<file path="config.mk">
export PLATFORM = sky130hd
export DESIGN_NAME = bits14_to_utf16_encoder_top
export DESIGN_NICKNAME = d
export VERILOG_FILES = /design/src/b14u_pkg.sv /design/src/b14u_pack.sv /design/src/b14u_outq.sv /design/src/bits14_to_utf16_encoder_top.sv
export SDC_FILE = /design/constraint.sdc
export NUM_CORES = 1
export LEC_CHECK = 0
export BUFFER_PORTS_ARGS = -buffer_cell sky130_fd_sc_hd__buf_2
export CAP_MARGIN = 10
export CORE_ASPECT_RATIO = 1.2
export CORE_MARGIN = 2
export CORE_UTILIZATION = 35
export CTS_CLUSTER_DIAMETER = 150
export DETAILED_ROUTE_END_ITERATION = 16
export HOLD_SLACK_MARGIN = 0.05
export PLACE_DENSITY = 0.6
export SYNTH_ARGS = -nofsm -noshare
export SYNTH_HDL_FRONTEND = slang
export SYNTH_SLANG_ARGS = --single-unit
</file>
<file path="constraint.sdc">
create_clock -name clk -period 4.7 [get_ports clk]
set_input_delay 0.235 -clock clk [delete_from_list [all_inputs] [get_ports clk]]
set_output_delay 0.235 -clock clk [all_outputs]
set_load 0.01 [all_outputs]
</file>
<file path="src/b14u_pkg.sv">
// Types and constants shared by the 14-bit to UTF-16 encoder.
// No dependencies.
`default_nettype none

package b14u_pkg;

  localparam logic [15:0] WORD_BASE    = 16'h4E00;
  localparam logic [15:0] MARKER_WORD  = 16'hFEFF;
  localparam logic [15:0] TRAILER_BASE = 16'h3D00;
  localparam logic [2:0]  LAST_PHASE   = 3'd6;
  localparam int          BURST_DEPTH  = 3;

  typedef struct packed {
    logic [7:0] data_byte;
    logic       last_byte;
  } in_beat_t;

  typedef struct packed {
    logic [15:0] out_word;
    logic        last_word;
  } out_beat_t;

  // Words raised by one input byte, entry 0 goes out first.
  typedef struct packed {
    out_beat_t [BURST_DEPTH-1:0] words;
    logic [1:0]                  count;
  } burst_t;

  // Bits held over after a given byte phase: (8 * phase) mod 14.
  function automatic logic [3:0] held_bits(input logic [2:0] phase);
    logic [3:0] held;
    case (phase)
      3'd1:    held = 4'd8;
      3'd2:    held = 4'd2;
      3'd3:    held = 4'd10;
      3'd4:    held = 4'd4;
      3'd5:    held = 4'd12;
      3'd6:    held = 4'd6;
      default: held = 4'd0;
    endcase
    return held;
  endfunction

endpackage

`default_nettype wire

</file>
<file path="src/b14u_pack.sv">
// Bit packer: holds the message state and works out the words for one byte.
// Depends on b14u_pkg.
`default_nettype none

module b14u_pack (
  input  wire logic              clk,
  input  wire logic              rst,
  input  wire logic              accept,
  input  wire b14u_pkg::in_beat_t beat,
  output b14u_pkg::burst_t       burst
);

  logic [11:0] pending_bits;
  logic [2:0]  byte_phase;
  logic        marker_sent;

  logic [2:0]  phase_eff;
  logic [2:0]  phase_next;
  logic [19:0] acc;
  logic [4:0]  total;
  logic        has_word;
  logic [3:0]  rest;
  logic [13:0] data_val;
  logic [11:0] kept;
  logic [13:0] padded;
  logic [1:0]  n;

  always_comb begin
    phase_eff  = (byte_phase == 3'd7) ? 3'd0 : byte_phase;
    phase_next = (phase_eff == b14u_pkg::LAST_PHASE) ? 3'd0 : phase_eff + 3'd1;
    acc        = {pending_bits, beat.data_byte};
    total      = {1'b0, b14u_pkg::held_bits(phase_eff)} + 5'd8;
    has_word   = (total >= 5'd14);
    rest       = has_word ? 4'(total - 5'd14) : total[3:0];
    data_val   = 14'(acc >> rest);
    kept       = 12'(acc & ((20'd1 << rest) - 20'd1));
    // left-align the leftover bits in a 14-bit field
    padded     = 14'({kept, 14'd0} >> rest);
  end

  always_comb begin
    burst = '0;
    n     = 2'd0;
    if (!marker_sent) begin
      burst.words[n] = '{out_word: b14u_pkg::MARKER_WORD, last_word: 1'b0};
      n = n + 2'd1;
    end
    if (has_word) begin
      burst.words[n] = '{out_word: b14u_pkg::WORD_BASE + {2'b00, data_val},
                         last_word: 1'b0};
      n = n + 2'd1;
    end
    if (beat.last_byte) begin
      if (rest != 4'd0) begin
        burst.words[n] = '{out_word: b14u_pkg::WORD_BASE + {2'b00, padded},
                           last_word: 1'b0};
        n = n + 2'd1;
        burst.words[n] = '{out_word: b14u_pkg::TRAILER_BASE + {13'd0, phase_next},
                           last_word: 1'b1};
        n = n + 2'd1;
      end else begin
        // whole group: the completed word closes the message
        burst.words[n - 2'd1].last_word = 1'b1;
      end
    end
    burst.count = n;
  end

  always_ff @(posedge clk) begin
    if (rst) begin
      pending_bits <= '0;
      byte_phase   <= '0;
      marker_sent  <= 1'b0;
    end else if (accept) begin
      if (beat.last_byte) begin
        pending_bits <= '0;
        byte_phase   <= '0;
        marker_sent  <= 1'b0;
      end else begin
        pending_bits <= kept;
        byte_phase   <= phase_next;
        marker_sent  <= 1'b1;
      end
    end
  end

endmodule

`default_nettype wire

</file>
<file path="src/b14u_outq.sv">
// Result buffer: holds up to three words and sends them one beat a cycle while out_ready is high.
// Depends on b14u_pkg.
`default_nettype none

module b14u_outq (
  input  wire logic              clk,
  input  wire logic              rst,
  input  wire logic              load,
  input  wire b14u_pkg::burst_t  burst,
  output logic                   can_load,
  output logic                   out_valid,
  input  wire logic              out_ready,
  output b14u_pkg::out_beat_t    out_data
);

  b14u_pkg::out_beat_t [b14u_pkg::BURST_DEPTH-1:0] words;
  logic [1:0] count;
  logic       take;

  assign out_valid = (count != 2'd0);
  assign out_data  = words[0];
  assign take      = out_valid && out_ready;
  // new burst only into a buffer that is empty or empties this cycle
  assign can_load  = (count == 2'd0) || ((count == 2'd1) && out_ready);

  always_ff @(posedge clk) begin
    if (rst) begin
      count <= '0;
    end else if (load) begin
      count <= burst.count;
    end else if (take) begin
      count <= count - 2'd1;
    end
  end

  always_ff @(posedge clk) begin
    if (load) begin
      words <= burst.words;
    end else if (take) begin
      words[0] <= words[1];
      words[1] <= words[2];
    end
  end

endmodule

`default_nettype wire

</file>
<file path="src/bits14_to_utf16_encoder_top.sv">
// Top level of the 14-bit to UTF-16 encoder: packer and result buffer.
// Depends on b14u_pkg, b14u_pack, b14u_outq.
//
//  channel | direction | handshake            | payload
//  in      | in        | in_valid / in_ready  | in_data  (data_byte, last_byte)
//  out     | out       | out_valid / out_ready| out_data (out_word, last_word)
//
// One byte is taken per cycle while in_ready is high; its first word, if any, reaches out_data the next cycle.
// A byte raising two or three words (marker, final word, trailer) holds
// in_ready low until the buffer is down to its last word.
// Inside a message at most one word per byte, so a free-running sink sees 1 byte/cycle.
// rst clears the message state and empties the buffer; out_ready low stalls input
// as soon as the buffer holds a word that cannot leave.
`default_nettype none

module bits14_to_utf16_encoder_top (
  input  wire logic              clk,
  input  wire logic              rst,
  input  wire logic              in_valid,
  output logic                   in_ready,
  input  wire b14u_pkg::in_beat_t in_data,
  output logic                   out_valid,
  input  wire logic              out_ready,
  output b14u_pkg::out_beat_t    out_data
);

  b14u_pkg::burst_t burst;
  logic             accept;
  logic             can_load;

  assign in_ready = can_load;
  assign accept   = in_valid && in_ready;

  b14u_pack u_pack (
    .clk    (clk),
    .rst    (rst),
    .accept (accept),
    .beat   (in_data),
    .burst  (burst)
  );

  b14u_outq u_outq (
    .clk       (clk),
    .rst       (rst),
    .load      (accept),
    .burst     (burst),
    .can_load  (can_load),
    .out_valid (out_valid),
    .out_ready (out_ready),
    .out_data  (out_data)
  );

`ifndef SYNTHESIS
  a_no_load_over_stall: assert property (@(posedge clk) disable iff (rst)
    !(out_valid && !out_ready && in_ready))
    else $error("input taken while a stalled word is held");

  a_last_gives_word: assert property (@(posedge clk) disable iff (rst)
    (in_valid && in_ready && in_data.last_byte) |=> out_valid)
    else $error("closing byte raised no word");

  a_last_not_marker: assert property (@(posedge clk) disable iff (rst)
    (out_valid && out_data.last_word) |-> (out_data.out_word != b14u_pkg::MARKER_WORD))
    else $error("marker flagged as final word");
`endif

endmodule

`default_nettype wire
</file>
==> run summary, run 1 <==
The tools report the endpoint of the most critical register-to-register path as u_outq.out_data[16]. The standby leakage power is 1.96 nW. The launching element of the worst setup path was u_pack.byte_phase[1]. After technology mapping, the gate count stands at 605. The first detailed-routing pass took 7 iterations.

The worst setup slack after layout is 0.396 ns, and the ratio of routed vias to standard cells is 6.05. In the global route stage, overall resource usage came out at 20.8%. The logs give 1890 µm² for the register area and 1439 for the filler cell count in the final layout. The critical path class is reg2reg.

Setup violations remaining at the end of the flow were counted as 0. For the routability-driven placement congestion ratio, the log shows 0.964. For this block, the routed nets add up to 15.9 mm of wire.

Sorting the synthesized cells by area gives the leading types as edfxtp_1, dfxtp_1, nand2_1. The power per unit of standard cell area is 448 nW/µm². Of all cell types, the one taking the most synthesized area is edfxtp_1. Synthesis produced a netlist with a net count of 626.

Entering global routing, the biggest net connects 50 pins. Port buffering added 31 buffers. In the final layout, the share of cells above drive strength 1 is 14.1%. The area growth from synthesis to layout is 8.95%. The die is 114 µm wide. The top cell type by area accounts for 30.0% of the synthesized area. The number of buffers between clock root and the deepest sink was 2.

The critical path's largest stage delay works out to 0.45 ns. The flip-flop and latch count after synthesis came out at 69. The share of synthesized cell area in full adder, half adder and majority cells works out to 1.96%. The tools report the worst ir drop on vdd as 139 µV.

Capturing instance or port of the critical path: u_outq.out_data[16]. Setup repair after global routing left no endpoint under its margin. The via count was 4741.

The count of nets left with antenna violations once routing finished came out at 0. Static timing analysis puts the maximum clock frequency at 0.232 GHz. Counting tap cells, the placed design contains a total of 767 instances. The clock arrives with 0.0161 ns of skew. Dominant delay contributor by cell family on the critical path: compound AO/OA/AOI/OAI gates. The run gives 3 as the number of H-tree levels.

In this run the standard cell core region covers 14400 µm². In this run the tightest slew margin relative to its limit is 18.1%. The type of the tightest min-delay check is in2reg.

By area, the combinational part of the netlist is dominated by compound AO/OA/AOI/OAI gates. The average routed wire per standard cell works out to 20.4 µm. On the critical path, the stage with the largest delay is an instance of dfxtp_1. After the last flow step, the layout net total stands at 624.

For the starting DRC count in detailed routing, the log shows 383. The run gives 4401 as the number of global-route vias before repair. Summed over all nets, the half-perimeter wirelength after detailed placement is 11.5 mm.

The worst-case hold slack is 0.241 ns, and the number of antenna violations at the first check in global routing is 0. The initial utilization of the core area, before any placement, comes to 35.6%. OpenSTA, run right after detailed placement, puts the worst setup slack at 0.390 ns. Summed over all failing endpoints, the final setup total negative slack is 0 ns. Multiplexer cells account for 8.82% of the synthesized area. The tools report the type of element launching the critical path as a register. 32 I/O pins were placed. In this run the core area contains 48 standard-cell rows. Summing every instance area after synthesis gives 5100 µm². Of the available clock period, the critical path in the final layout requires 91.6%.

The total congestion overflow came out at 0. Actual transition at the worst max-transition pin: 1.22 ns. For this run, the number of Yosys warnings is 0. Each instance of the synthesized netlist takes up on average 8.44 µm².

The first-pass GRT wire length is 24.8 mm, and the total die area is 15600 µm². The worst register-to-register path has a depth of 15. Total of max-cap violations: 0. The post-synthesis share of cell area spent on xor and xnor gates was 1.37%; the final non-filler cell total was 783. The number of pins with negative max-slew slack in the final report came out at 0. The post-placement cell area is 5310 µm². The DRC violations left came out at 0. The fraction of the mapped netlist area in simple logic gates was 19.3%.

The critical path crosses 15 cells after its start point. Traced cell by cell, the critical path runs through inv_1 > o21ai_0 > ha_2 > buf_4 > nor2_1 > a221o_1 > a32oi_1 > a221oi_1 > a31oi_1 > ha_1 > inv_1 > o21ai_0 > nor2_1 > o21ai_0 > o21ai_0. In this run, distinct cell masters in the synthesized netlist total 66. The area occupied by multi-input gates was 2820 µm²; the clock-pin slew on the worst setup and hold paths was 0.06 ns.

Once the clock tree was built, the resizer swapped 0 gates to a different size. STA classifies the critical path endpoint as a register. The maximum fanout encountered on the critical timing path was 15; the total clock buffers created by CTS was 9. The die is 136 µm tall. The part of the Yosys area used for sequential elements came out at 37.1%.

The flow ran to the end, and the final reports show no timing, DRC or antenna violations. The number of buffers inserted by post-CTS setup repair is 0. Counting stages on the worst path, the most repeated cell is o21ai_0. The tools report the start of the worst register-to-register path as u_pack.byte_phase[1].

The tree is rooted in a clkbuf_16. The tools report the data arrival time at the worst-slack endpoint as 4.39 ns. Clock tree synthesis found a total of 69 sinks. Counting flops with a built-in enable in the synthesized netlist gives 51. Setup slack on the worst reg-to-reg path comes out at 0.40 ns.

The cts-stage hold buffer count was 0; the number of hold-slack violations in the final timing report was 0. The buffers plus inverters on the worst setup path is 3. The latest clock arrival within the worst-skew pair came out at 0.34 ns. Main flop type after synthesis: edfxtp_1.

The worst hold path begins at in_data[4]. Data on the critical path is required at its endpoint by 4.78 ns. TritonCTS built the clock tree. The compound-gate portion of the synthesized area came out at 23.7%. The logs give 0 for the antenna cell count and 5560 µm² for the final cell area excluding filler cells.

The fraction of synthesis flops using an asynchronous set or reset pin was 0%; the final critical-path required period was 4.30 ns.
==> metrics by stage <==
step | utilization (%) | total power [W]
2_1_floorplan | - | 0.00166
3_3_place_gp | 37.0 | 0.00187
3_5_place_dp | 37.0 | 0.00189
4_1_cts | 38.7 | 0.00249
5_1_grt | 38.7 | 0.00263
6_report | 38.7 | 0.00249
==> cell families (layout without fill, tap and decap cells) <==
| logic type | count (synthesis) | in the layout |
|---|---|---|
| AO/OA/AOI/OAI | 178 | 178 |
| flip-flops | 69 | 69 |
| adder cells (fa/ha/maj) | 8 | 8 |
| AND/OR/NAND/NOR | 222 | 222 |
| buffers and inverters | 82 | 85 |
| XOR/XNOR | 8 | 8 |
| multiplexers | 38 | 38 |
==> per-layer routing <==
| metal | share of wire [%] | global-route usage, % | vias up | wire [µm] |
|---|---|---|---|---|
| li1 | - | - | 2213 | - |
| met1 | 43 | 26.6 | 2291 | 6790 |
| met2 | 48 | 33.6 | 195 | 7650 |
| met3 | 5.7 | 3.97 | 42 | 910 |
| met4 | 3.7 | 10.2 | 0 | 594 |
| met5 | 0 | 0 | - | 0 |
==> registers in the layout, summed over array words and instances (netlist names) <==
name	cells
u_pack.pending_bits	12
u_outq.count	2
u_outq.words	34
u_pack.marker_sent	1
u_outq.out_data	17
u_pack.byte_phase	3
==> worst min path at each step <==
| stage | endpoint | slack [ns] | cells after the start |
|---|---|---|---|
| 2_1_floorplan | u_pack.pending_bits[1] | 0.39 | 2 |
| 3_3_place_gp | u_outq.count[1] | 0.44 | 2 |
| 3_5_place_dp | u_outq.count[1] | 0.45 | 2 |
| 4_1_cts | u_pack.pending_bits[3] | 0.23 | 3 |
| 5_1_grt | u_pack.pending_bits[3] | 0.25 | 3 |
| 6_report | u_pack.pending_bits[3] | 0.24 | 3 |
==> power by group <==
group / leakage [nW] / switching (W) / internal, W
Clock: 0.125 / 0.000249 / 0.000354
Combinational: 1.19 / 0.000627 / 0.000318
Sequential: 0.648 / 0.0000649 / 0.000879
==> layout by cell type (no fill, tap or decap), drive strengths merged, types with 7 or more instances in the layout <==
cell type / instances
nand2: 80
nor3: 16
nand2b: 10
clkbuf: 13
nor2: 67
a31oi: 16
a21oi: 50
edfxtp: 51
buf: 51
ha: 8
dfxtp: 18
o22ai: 9
mux2i: 28
o21ai: 37
nand3: 21
a211oi: 7
a221oi: 7
inv: 17
and2: 8
==> synth_stat cells (3+ instances only) <==
master      n
buf_1       6
ha_1        8
inv_1      16
o211ai_1    5
edfxtp_1   51
mux2_2      6
nor3b_1     3
and2_1      8
o22ai_1     9
mux2i_1    27
nand3_1    21
a221oi_1    7
nor2b_1     5
a31oi_1    16
nand2_1    80
a221o_1     3
xnor2_1     6
o31ai_1     3
o221ai_1    4
o21ai_0    36
a32oi_1     5
nor2_1     67
clkbuf_1   29
or2_2       3
nand2b_1   10
a2111oi_0   3
a21oi_1    50
o32a_1      3
buf_4      17
dfxtp_1    18
nor3_1     16
buf_2       9
nor4_1      5
mux4_2      4
a211oi_1    6
==> area by class of cell <==
cell class	instances	share of cell area (%)
clock buffer	13	4.32
inverter	18	1.21
timing repair buffer	51	5.49
tap	175	3.94
clock inverter	3	0.247
multi-input combinational	454	50.8
sequential	69	34.0
==> worst min-delay path, stage by stage <==
cell and delay, ns:
buf_2 0.15, nand3_1 0.08, a21oi_1 0.06
No activity file was read; power rests on OpenSTA's default activity.
==> run 2, diff against run 1 <==
--- a/config.mk
+++ b/config.mk
@@ -7,7 +7,7 @@
 export LEC_CHECK = 0
 export BUFFER_PORTS_ARGS = -buffer_cell sky130_fd_sc_hd__buf_2
 export CAP_MARGIN = 10
-export CORE_ASPECT_RATIO = 1.2
+export CORE_ASPECT_RATIO = 1.75
 export CORE_MARGIN = 2
 export CORE_UTILIZATION = 35
 export CTS_CLUSTER_DIAMETER = 150
==> run 2 against run 1 <==
Compared with the run above: routed wire length rose by 4.6%; critical endpoint is now u_outq.out_data[13]; first-iteration DRC count rose by 0.78%; sequential cell count did not move; fmax fell by 1.9%; hold slack improved by 0.020 ns.
==> run summary, run 2 (same netlist as run 1, synthesis figures left out) <==
The tightest min-delay check is of the in2reg type. The final core utilization was 39.1%; the total die area was 15600 µm². Power per unit of standard cell area: 458 nW/µm². The number of placed I/O pins is 32.

The number of hold-slack violations in the final timing report is 0, and the average routed wire per standard cell is 21.2 µm. Headroom to the max-slew limit came out at 11.7%. Number of flip-flops under the largest register name: 34.

Once layout is done, the placed cells without fillers occupy 5590 µm². The run gives 0 as the antenna cell count. The fraction of layout cells with a size suffix above 1 came out at 14.2%.

The library cell used most frequently in the layout, excluding fill and tap cells, is nand2_1. Summed over all failing endpoints, the final setup total negative slack is 0 ns. Port buffering added 31 buffers. Counting I/O delays and the setup requirement, the final critical path takes 4.39 ns. For the standby leakage power, the log shows 1.97 nW.

The die is 95.3 µm wide. STA classifies the critical path endpoint as a register. The first global-routing pass estimated 26.0 mm of wire. Across the VDD grid, the largest voltage drop is 171 µV. Data arrives at the worst endpoint at 4.48 ns.

The core region area came out at 14300 µm². After detailed routing, the number of vias per cell comes to 6.08. u_outq.words holds more flip-flops than any other register. Leaving out filler cells and counting taps, the final layout contains 787. Along the worst path, the maximum fanout reaches 14. The number of antenna violations at the first check in global routing is 0. The total congestion overflow is 0. The clock tree synthesis step divided the H-tree into 3 levels. The tools report the total chip power as 0.00256 W.

Fill cells in the final layout number 1428. Summed over all nets, wire length on met2 after detailed routing comes to 8.83 mm. Count of cells resized by post-cts repair: 0. The maximum number of pins on one net before global-route repair is 51, and the routability-driven placement congestion ratio is 0.964. The clock sink count is 69. The area growth from synthesis to final layout came out at 9.46%. For the total clock buffers created by CTS, the log shows 9. In the layout the commonest cells are nand2_1, nor2_1, edfxtp_1. Of the available clock period, the critical path in the final layout requires 93.4%. In this run, post-CTS hold repair placed 0 buffers.

Number of pins with negative max-slew slack in the final report: 0. STA classifies the critical path startpoint as a register. For this block, the via count after detailed routing is 4785. Placement row count: 58.

For the worst-skew pair, the clock arrives at the later sink with an insertion delay of 0.34 ns. The first detailed-routing pass ran for 5 iterations. In this run the post-CTS setup repair buffer count came out at 0. The flow ran to the end, and the final reports show no timing, DRC or antenna violations.

The buffer cell driving the clock tree root was clkbuf_16. At the pin with the least slew margin, the transition time is 1.31 ns. For the number of global-route vias before repair, the log shows 4604. The tool flagged a number of max-cap violations equal to 0. Setup repair after global routing left no endpoint under its margin. The DRC violations left is 0, and the final-stage net count is 623.

For the HPWL after detailed placement, the log shows 12.8 mm. The placed instances occupy a cell area of 5300 µm². The final layout contains routed wiring with a total length of 16.7 mm. The run gives 768 µm as the routed wire length on met3.

The critical path class is reg2reg. At the worst endpoint, the required time is 4.79 ns. The final count of negative-setup-slack endpoints was 0. The run gives 0.00846 ns as the worst clock skew. Once detail routing completed, the nets flagged for antenna violations numbered 0. The clock passes through at most 2 buffers. Based on the critical path, the design can be clocked at up to 0.228 GHz. The total placed cells including tap cells is 771.

The top routing layer in use was met4. TritonCTS built the clock tree. The starting density of the core is 35.7%, and the clock-pin slew on the worst setup and hold paths is 0.06 ns. In the global route stage, overall resource usage came out at 22.1%. The starting DRC count in detailed routing was 386. In this run the vertical extent of the chip is 164 µm. The detailed router put a total of 5.84 mm of wire on met1.
## run 2: changes by cell type in the layout (fill, tap and decap cells not counted)
cell	before	now
bufinv_16	0	1
buf_4	20	19
clkinvlp_4	0	1
ha_2	1	0
ha_1	7	8
clkbuf_1	4	2
## run 2: layer usage
layer,global-route usage (%),vias to the layer above
li1,-,2215
met1,23.0,2284
met2,39.5,217
met3,3.21,69
met4,15.9,0
met5,0,-
## run 2: path summary, 6_finish.rpt
check | startpoint | end | slack (ns) | depth (start not counted)
setup reg to reg | u_pack.byte_phase[2] | u_outq.out_data[13] | 0.31 | 11
hold reg to reg | u_outq.count[1] | u_outq.count[1] | 0.47 | 2
setup / recovery | u_pack.byte_phase[2] | u_outq.out_data[13] | 0.31 | 11
hold / removal | in_data[4] | u_pack.pending_bits[3] | 0.26 | 3
## run 2: per-stage QoR
stage / worst slack [ns] / hold slack, ns
CTS: 0.330 / 0.247
global placement: 0.444 / 0.442
global route: 0.0122 / 0.255
detailed placement: 0.367 / 0.465
finish: 0.312 / 0.261
floorplan: 0.705 / 0.387
## run 2: cell type report
type                       instances  area (µm²)  area share [%]
inverter                          18        67.6            1.21
sequential                        69        1890            33.9
multi-input combinational        454        2820            50.5
timing repair buffer              50         298            5.33
tap                              180         225            4.03
clock buffer                      11         233            4.16
clock inverter                     5        51.3           0.918
## run 2: critical path, cell delays in order, from the launching register on
cell and delay, ns:
dfxtp_1 0.48, and2_1 0.33, nand2_1 0.12, ha_1 0.36, buf_4 0.25, xnor2_2 0.65, mux2i_1 0.55, o221ai_1 0.26
nor4_1 0.55, xor2_1 0.32, nand3_1 0.13, o211a_1 0.14
## run 2: power by group
part | internal, W | leakage, nW | switching, W
Clock | 0.000407 | 0.137 | 0.000256
Combinational | 0.000319 | 1.19 | 0.000640
Sequential | 0.000878 | 0.648 | 0.0000571
==> run 3, diff against run 2 <==
--- a/config.mk
+++ b/config.mk
@@ -5,6 +5,7 @@
 export SDC_FILE = /design/constraint.sdc
 export NUM_CORES = 1
 export LEC_CHECK = 0
+export ABC_AREA = 1
 export BUFFER_PORTS_ARGS = -buffer_cell sky130_fd_sc_hd__buf_2
 export CAP_MARGIN = 10
 export CORE_ASPECT_RATIO = 1.75
@@ -13,7 +14,7 @@
 export CTS_CLUSTER_DIAMETER = 150
 export DETAILED_ROUTE_END_ITERATION = 16
 export HOLD_SLACK_MARGIN = 0.05
-export PLACE_DENSITY = 0.6
+export PLACE_DENSITY_LB_ADDON = 0.12
 export SYNTH_ARGS = -nofsm -noshare
 export SYNTH_HDL_FRONTEND = slang
 export SYNTH_SLANG_ARGS = --single-unit
==> run 3 against run 2 <==
Compared with the run above: critical path depth grew 8; core utilization rose by 0.13 points; clock power grew 4.8%; fmax is 19% higher; sequential power grew 13%; non-clock buffer count down 12; largest cell class unchanged; hold slack worse by 0.075 ns; routed wire length is 2.3% lower.
==> run summary, run 3 <==
The power per unit of standard cell area was 567 nW/µm²; the final critical-path required period was 3.69 ns. The top cell type by area accounts for 30.6% of the synthesized area. The total placed cells including tap cells was 863. In the layout the commonest cells are nand2_1, nor2_1, inv_1. The critical path endpoint category is a register. Once the clock tree was built, the resizer swapped 0 gates to a different size. For the filler cell count in the final layout, the log shows 1461. Internal power comes to 0.00179 W.

Using the TritonRoute via totals, the vias-per-cell ratio works out to 5.37. Net switching is 42.1% of the power. The run gives 0 ns as the accumulated negative setup slack.

The area growth from synthesis to final layout is 9.03%. Top achievable clock speed: 0.271 GHz. For the pin with the worst max-slew slack, the measured transition is 1.00 ns. The tools report the number of hold-slack violations in the final timing report as 0. The cell taking the most area after synthesis is edfxtp_1. The buffer cell driving the clock tree root was clkbuf_16. The latest clock arrival within the worst-skew pair came out at 0.34 ns. The tools report the worst clock skew as 0.0101 ns. The total die area is 15300 µm².

In this run, the combinational gates consume 43.3% of the power. The clock passes through at most 2 buffers. The number of buffers added on ports came out at 31.

The mean instance size in the synthesized netlist is 7.25 µm², and the required time at the endpoint of the critical path is 4.91 ns. TritonCTS created 9 clock buffers. The run gives 3.91 ns as the data arrival time at the worst-slack endpoint. The final cell area excluding filler cells is 5450 µm², and the average routed wire per standard cell is 18.5 µm. From left edge to right edge, the die measures 94.4 µm.

Headroom to the max-slew limit came out at 33.0%. The final count of negative-setup-slack endpoints was 0; the number of buffers inserted by post-CTS setup repair was 0. The standby leakage power was 2.32 nW. The combined area of all synthesized cells came out at 5000 µm². The height of the die is 162 µm, and the via count is 4716. For the sum of routed wire length over all layers, the log shows 16.3 mm. Yosys attributes the largest share of cell area to edfxtp_1, nand2_1, dfxtp_1. The routability-driven placement congestion ratio is 0.900.

Entering global routing, the biggest net connects 44 pins. Hold repair after CTS inserted 0 buffers. The routed design uses 8.41 mm of met2 wire. The clock-pin slew on the worst setup and hold paths is 0.06 ns. The run gives 0 as the number of antenna violations at the first check in global routing.

The count of cells along the worst hold path was 3. The register with the most flip-flops in the layout has 34 of them. In the synthesized netlist the async set-or-reset flop fraction comes to 0%. Measured in cells, the most critical reg-to-reg path has a length of 19. The DRC violations left is 0, and the first-pass GRT wire length is 25.7 mm. Across the VDD grid, the largest voltage drop is 253 µV. Overall power consumption after layout is estimated at 0.00309 W.

Post-placement cell area: 5160 µm². In the global route stage, overall resource usage came out at 22.1%. Once routing completed, OpenROAD measured the worst setup slack at 1.01 ns. The dominant delay contributor by cell family on the critical path is simple AND/OR/NAND/NOR gates. Together, buffers and inverters on the worst path number 5. The routed wire length on met3 is 601 µm. TritonCTS built the clock tree. The type of the tightest min-delay check was in2reg. In this run, flip-flops and latches consume 34.2% of the power. Among the stages of the critical path, the cell type that occurs most often is nand2_1.

The run gives 1.10 ns as the minimum setup slack after placement. The run finished with clean final reports. The finished layout holds 879 standard cells, fillers aside.

Dividing the final minimum period by the clock period gives 78.6%. For the starting density of the core, the log shows 36.0%. The count of nets left with antenna violations once routing finished came out at 0. The HPWL after detailed placement is 12.5 mm, and the critical path's largest stage delay is 0.52 ns. The part of the Yosys area used for sequential elements came out at 37.8%.

The critical path runs through a total of 19 cells. Of the total power, the clock network draws 22.5%. Setup slack on the worst reg-to-reg path comes out at 1.01 ns. After synthesis the netlist holds a flip-flop and latch count of 69. The detailed router put a total of 6.51 mm of wire on met1. Of all nets on the critical path, the largest fanout is 43.

Routed signal wires occupy layers up through met4. Traced cell by cell, the critical path runs through nand3_1 > ha_1 > inv_2 > nand3_4 > nand2_4 > inv_4 > nor2_1 > nand2_1 > nand2_1 > nand2_1 > nand3_1 > inv_1 > ha_1 > inv_1 > xor2_1 > nand2_1 > nand3_1 > o21ai_1 > inv_1. Counting every net in the synthesized netlist gives 711. The worst setup path is of the reg2reg kind. 0 antenna diodes ended up in the layout.

Number of pins with negative max-slew slack in the final report: 0. The run gives 3 as the number of H-tree levels. The number of global-route vias before repair was 4618; the clock sink count was 69. In the synthesized netlist, the cells that appear most often are nand2_1, nor2_1, inv_1, a21oi_1, edfxtp_1. The number of placed I/O pins came out at 32.

In this run the core area contains 57 standard-cell rows. STA classifies the critical path startpoint as a register. The cell count after synthesis came out at 690. The tool flagged a number of max-cap violations equal to 0. Total net switching power: 0.00130 W.

Leaving out fill and tap cells, the most frequent cell in the layout is nand2_1. The total area inside the core boundary comes to 13900 µm². In the post-synthesis netlist, the cell with the most instances is nand2_1.

In this run, synthesis inferred 51 flip-flops with an integrated enable. Summed over all layers, the global routing overflow is 0. During synthesis, Yosys emitted a total of 0 warnings. Before antenna repair, the detailed router went through 5 iterations.

The count of unique library cells instantiated by Yosys is 48. For this block, the initial DRC count from the detailed router was 305. The net count of the finished layout is 718. In the final layout, the share of cells above drive strength 1 is 16.1%. Setup repair after global routing left no endpoint under its margin. Master of the slowest instance on the critical path: dfxtp_1.

Counting flops per register, the top entry is u_outq.words. In the synthesized netlist the dominant register cell turns out to be edfxtp_1.
==> run 3: path summary, 6_finish.rpt <==
check                                            start                     end
worst max-delay path              u_pack.byte_phase[1]     u_outq.out_data[12]
worst min-delay path                        in_data[4]  u_pack.pending_bits[3]
worst max register to register    u_pack.byte_phase[1]     u_outq.out_data[12]
worst min register to register  u_pack.pending_bits[6]  u_pack.pending_bits[6]
==> run 3: power by group through the flow <==
| stage | logic (W) | clock network, W | registers [W] |
|---|---|---|---|
| after floorplan | 0.00103 | 0 | 0.00105 |
| after global placement | 0.00134 | 0 | 0.00107 |
| after detailed placement | 0.00134 | 0 | 0.00108 |
| after CTS | 0.00135 | 0.000710 | 0.00106 |
| after global routing | 0.00151 | 0.000731 | 0.00109 |
| final | 0.00134 | 0.000695 | 0.00106 |
==> run 3: cell families (layout without fill, tap and decap cells) <==
group	Yosys count	after routing	synth area share, %
AND/OR/NAND/NOR	340	340	30.3
AO/OA/AOI/OAI	151	151	18.2
buffers and inverters	121	133	11.5
flip-flops	69	69	37.8
adder cells (fa/ha/maj)	8	8	2.00
XOR/XNOR	1	1	0.175
==> run 3: area by class of cell <==
cell class	count	area (µm²)	area share (%)
sequential	69	1890	34.7
timing repair buffer	38	208	3.81
clock buffer	9	225	4.13
tap	177	221	4.06
clock inverter	7	72.6	1.33
multi-input combinational	500	2540	46.5
inverter	79	299	5.48
==> run 3: stage by stage <==
stage	hold WS [ns]	utilization [%]
after detailed placement	0.476	37.1
after global placement	0.477	37.1
after global routing	0.209	39.2
after floorplan	0.396	-
after CTS	0.176	39.2
final	0.186	39.2
==> run 3: metal layers <==
metal  up-vias  GRT usage [%]
li1       2312              -
met1      2241           26.5
met2       129           38.1
met3        34           3.06
met4         0           10.6
met5         -              0
==> run 3: worst min-delay path, cell delays in order <==
cell     delay, ns
buf_2         0.11
nand3_1       0.07
a21oi_1       0.06
